$ cat src/design/mm_pkg.sv
`timescale 1ns / 1ps
`default_nettype none
package mm_pkg;
    localparam int MAX_DIM_DEF = 8;
    localparam int DIM_W = 4;
    localparam int IDX_W = 3;
    localparam int VAL_W = 32;
    localparam int ACC_W = 72;

    typedef enum logic [1:0] {
        ACT_WRITE_A = 2'd0,
        ACT_WRITE_B = 2'd1,
        ACT_MULTIPLY = 2'd2,
        ACT_NONE = 2'd3
    } t_action;

    typedef enum logic [1:0] {
        ST_IDLE,
        ST_FEED,
        ST_DRAIN,
        ST_EMIT
    } t_state;

    typedef enum logic [1:0] {
        REG_ROWS_A = 2'd0,
        REG_INNER = 2'd1,
        REG_COLS_B = 2'd2
    } t_reg;

    // control handed from the sequencer into the cell row
    typedef struct packed {
        logic clear;
        logic feed;
    } t_cell_ctl;

    function automatic logic [VAL_W-1:0] sat_q16(input logic signed [ACC_W-1:0] s);
        logic signed [ACC_W-1:0] t;
        t = s >>> 16;
        if (t > ACC_W'(signed'(33'sh0_7FFF_FFFF))) return 32'h7FFF_FFFF;
        if (t < -ACC_W'(signed'(34'sh0_8000_0000))) return 32'h8000_0000;
        return t[VAL_W-1:0];
    endfunction
endpackage
`default_nettype wire

$ cat src/design/mm_cell.sv
`timescale 1ns / 1ps
`default_nettype none
// One multiply-accumulate cell: registers the product, accumulates it,
// passes the B operand on to its neighbor each cycle.
module mm_cell
    import mm_pkg::*;
(
    input  wire logic              i_clk,
    input  wire t_cell_ctl         i_ctl,
    input  wire logic [VAL_W-1:0]  i_a,
    input  wire logic [VAL_W-1:0]  i_b,
    output logic [VAL_W-1:0]       o_b,
    output logic signed [ACC_W-1:0] o_acc
);
    logic signed [63:0]      r_prod;
    logic                    r_pv;
    logic [VAL_W-1:0]        r_b;
    logic signed [ACC_W-1:0] r_acc;

    always_ff @(posedge i_clk) begin
        r_b   <= i_b;
        r_pv  <= i_ctl.feed;
        r_prod <= signed'(i_a) * signed'(i_b);
        if (i_ctl.clear) begin
            r_acc <= '0;
        end else if (r_pv) begin
            r_acc <= r_acc + ACC_W'(r_prod);
        end
    end
    assign o_b = r_b;
    assign o_acc = r_acc;
endmodule
`default_nettype wire

$ cat config.mk
export PLATFORM = sky130hd
export DESIGN_NAME = mm_cell
export DESIGN_NICKNAME = d
export VERILOG_FILES = /design/src/design/mm_pkg.sv /design/src/design/mm_cell.sv
export SDC_FILE = /design/constraint.sdc
export NUM_CORES = 2
export LEC_CHECK = 0
export BUFFER_PORTS_ARGS = -buffer_cell sky130_fd_sc_hd__clkbuf_2
export CORE_MARGIN = 5
export CORE_UTILIZATION = 38
export CTS_CLUSTER_DIAMETER = 200
export DETAILED_ROUTE_END_ITERATION = 8
export PLACE_DENSITY = 0.6
export SETUP_SLACK_MARGIN = 0.15
export SLEW_MARGIN = 20
export SYNTH_ARGS = -nofsm -noshare
export SYNTH_HDL_FRONTEND = slang
export SYNTH_SLANG_ARGS = --single-unit
$ cat constraint.sdc
create_clock -name i_clk -period 8.05 [get_ports i_clk]
set_clock_uncertainty 0.15 [all_clocks]
set_input_delay 0.805 -clock i_clk [delete_from_list [all_inputs] [get_ports i_clk]]
set_output_delay 0.805 -clock i_clk [all_outputs]
set_load 0.01 [all_outputs]
# [Word level (Yosys, flattened, before mapping)]
# Index checks and enable logic that the tools add are counted.
[classes] addsub=1 n_mul=1
[op_table] cell="72-bit by 64-bit adder with 72-bit output" count=1
[op_table] cell="32-bit by 32-bit multiplier with 64-bit output" count=1
[word_totals] input_bits=67 wordCells=6 output_inout_bits=104 register_bits=169

# [Longest topological paths before layout]
[depth] depth_word=1 ltp_mapped=28 mapped_depth_nobuf=27

# [Least setup slack after synthesis]
# No wires, ideal clock.
[synth_path] path_type="input -> register" start="input port i_b[2]" end="register r_prod[62]" n_path_buf=1 cell_stages=26 arrival_ps=7969 setup_time_ps=86 path_slack_ps=-154 required_ps=7814 cell_sequence="clkbuf_1 -> nand2_1 -> inv_1 -> fa_1 -> fa_1 -> fa_1 -> fa_1 -> inv_1 -> fa_1 -> inv_1 -> fa_1 -> inv_1 -> fa_1 -> inv_1 -> fa_1 -> ha_1 -> a21oi_1 -> o21bai_1 -> a21oi_1 -> o21bai_1 -> a21o_1 -> a21o_1 -> a21oi_1 -> mux2i_1 -> nand2_1 -> a211oi_1"
[synth_between] elab_chain_cells=1
[synth_lines] item="start, declared" line="mm_cell.sv:11" rtl="input wire logic [VAL_W-1:0] i_b,"
[synth_lines] item="32-bit by 32-bit multiplier with 64-bit output" line="mm_cell.sv:23" rtl="r_prod <= signed'(i_a) * signed'(i_b);"
[synth_lines] item="end signal, assigned" line="mm_cell.sv:23"
[synth_lines] item="end, declared" line="mm_cell.sv:15" rtl="logic signed [63:0] r_prod;"
# Every way passes these cells.
# A chain may end at the register's enable or synchronous reset.

# [Final worst setup path]
[layout_path] start="input port i_b[8]" end="register r_prod[60]"
# Same word-level chain as after synthesis.

==> flow_summary.yaml <==
cells_and_area:
  drive_above_1_share_pct: 12.8
  layout_commonest_cell: "fa_1"
  syn_to_final_growth_pct: 13.5
  final_cell_mix: "fa_1, inv_1, nand2_1, and2_1, buf_4"
  fin_nets: 6622
  diodes: 0
  final_area_um2: 51300
worst_setup_path:
  cp-start-kind: "input port"
  critPathMaxFanout: 15
  crit_buf_inv: 7
  cp-end-kind: "flip-flop"
  cp_slowest_cell: "fa_1"
  arrival_ns: 8.01
  crit_family: "adder cells"
  crit_type: "input port to flip-flop"
  crit_required_ns: 8.32
  crit_top_cell: "fa_1"
  slowest_delay_ns: 0.64
  crit_chain: "clkbuf_4 -> buf_12 -> and2_1 -> fa_1 -> fa_1 -> inv_1 -> fa_1 -> fa_1 -> inv_1 -> fa_1 -> fa_1 -> fa_1 -> fa_1 -> ha_1 -> buf_4 -> nand2_1 -> or3_1 -> a311oi_2 -> buf_4 -> a211o_1 -> a21oi_1 -> buf_4 -> o31ai_1 -> xor2_1"
timing:
  worst_pin_slew_ns: 0.780
  period_minus_slack_ns: 7.74
  finalCritPeriodShare_pct: 96.1
  max_slew_margin_pct: 47.7
  setup_viol: 0
  drv_slew: 0
  rsz0062_at_grt: "yes"
  fin_tns_setup_ns: 0
  hold_viol_final: 0
  max_freq_mhz: 129
routing:
  wirelength_um: 122000
  drtAntennaViolNets: 0
  dr_total_vias: 33623
  drtPass1Iterations: 8
  via_per_inst: 4.97
  wl_per_cell_um: 18.0
  drc: 0
  drt_iter0_drc: 1510
yosys:
  syn_avg_cell_area_um2: 9.26
  syn_area_um2: 45200
  syn_nets: 6290
  synth_top_area_share_pct: 47.9
  synth_seq_cells: 169
  yosysTopAreaCell: "fa_1"
  ys_top_cells_by_area: "fa_1, inv_1, dfxtp_1"
  synth-main-ff-cell: "dfxtp_1"
  syn-instance-count: 4885
  yosysWarningCount: 0
  async_flop_share_pct: 0
  synth-edff-count: 0
  seq_area_frac_synth_pct: 7.48
  synth_cell_types: 88
floorplanning:
  die_area_um2: 126000
  start_util_pct: 38.3
  num_rows: 126
  io_pins: 171
  die_x_um: 355
  die_y_um: 355
  coreArea_um2: 118000
global_routing:
  grt-ovfl-total: 0
  grt_usage_pct: 19.8
  grt_max_degree: 62
  first_global_vias: 36480
  grt_pass1_wl_um: 196000
  antenna_found_initial: 4
clocking:
  cts_tree: "done"
  cts-root-buf: "clkbuf_16"
  clkTransAtPathRegs_ns: 0.07
  holdBufCountCts: 0
  clockBufferDepth: 2
  cts_sinks: 169
  h-tree-depth: 4
  cts_buffers: 17
  clk_latency_ns: 0.53
placement:
  dp_hpwl_um: 108000
  dpl_cell_area_um2: 50600
  portBuffers: 170
  gp_congestion: 0.883
job:
  drv_cap: 0
outcome:
  status: "finished, final reports clean"
hold_path:
  min_path_type: "input port to flip-flop"
layout make-up:
| cell class | count | area [um2] |
|---|---|---|
| Inverter | 995 | 3740 |
| Sequential cell | 169 | 3380 |
| Fill cell | 11630 | 66700 |
| Clock buffer | 19 | 453 |
| Timing Repair Buffer | 564 | 4440 |
| Clock inverter | 13 | 129 |
| Tap cell | 1536 | 1920 |
| Multi-Input combinational cell | 3470 | 37300 |
metrics by stage:
step           std cells  worst slack, ns  hold WS [ns]  util (%)
6_report            6766            0.315         0.237      43.5
2_1_floorplan       4885            0.153         0.352         -
4_1_cts             6765            0.169         0.186      43.4
3_3_place_gp        6733           -0.321         0.340      42.9
5_1_grt             6766            0.125         0.197      43.5
3_5_place_dp        6733           -0.412         0.346      42.9
path summary, 6_finish.rpt:
path / from / endpoint / slack, ns / cells past startpoint
min: i_ctl[0] / r_pv / 0.24 / 1
max: i_b[8] / r_prod[60] / 0.31 / 24
min reg2reg: o_acc[32] / o_acc[32] / 0.35 / 2
max reg2reg: o_acc[0] / o_acc[56] / 4.11 / 13
cell usage after synthesis (47+ instances only):
| cell type | instances |
|---|---|
| fa_1 | 1083 |
| inv_1 | 994 |
| nand2_1 | 593 |
| and2_1 | 529 |
| ha_1 | 255 |
| clkbuf_1 | 233 |
| dfxtp_1 | 169 |
| a21oi_1 | 159 |
| nor2_1 | 120 |
| a21o_1 | 91 |
| xnor2_1 | 77 |
| o21ai_0 | 67 |
| nor2b_1 | 47 |
what timing repair did:
item | CTS | global route
resized for setup | 1 | 63
pin swaps | 0 | 7
endpoints found under the setup margin | 1 | 15
buffers inserted | 0 | 1
sequential cells by signal, summed over array words and instances (netlist names):
name    count
r_prod     64
r_pv        1
o_b        32
o_acc      72
kinds of logic after synthesis:
logic type               count (synthesis)  synth area share (%)
multiplexers                            35                 0.777
AND/OR/NAND/NOR                       1468                  16.4
AO/OA/AOI/OAI                          516                  7.81
buffers and inverters                 1246                  10.4
adder cells (fa/ha/maj)               1338                  55.0
flip-flops                             169                  7.48
XOR/XNOR                               113                  2.19
layer usage:
layer / global-route usage [%] / part of all wire [%] / wire, um
met5: 0 / 0.027 / 33
met4: 7.10 / 3.6 / 4370
met3: 2.31 / 3.2 / 3850
met2: 36.2 / 53 / 64800
met1: 23.9 / 40 / 48500
Power is not shown: default switching activity piles up to over one toggle a cycle in this logic, so the estimate is an artifact.
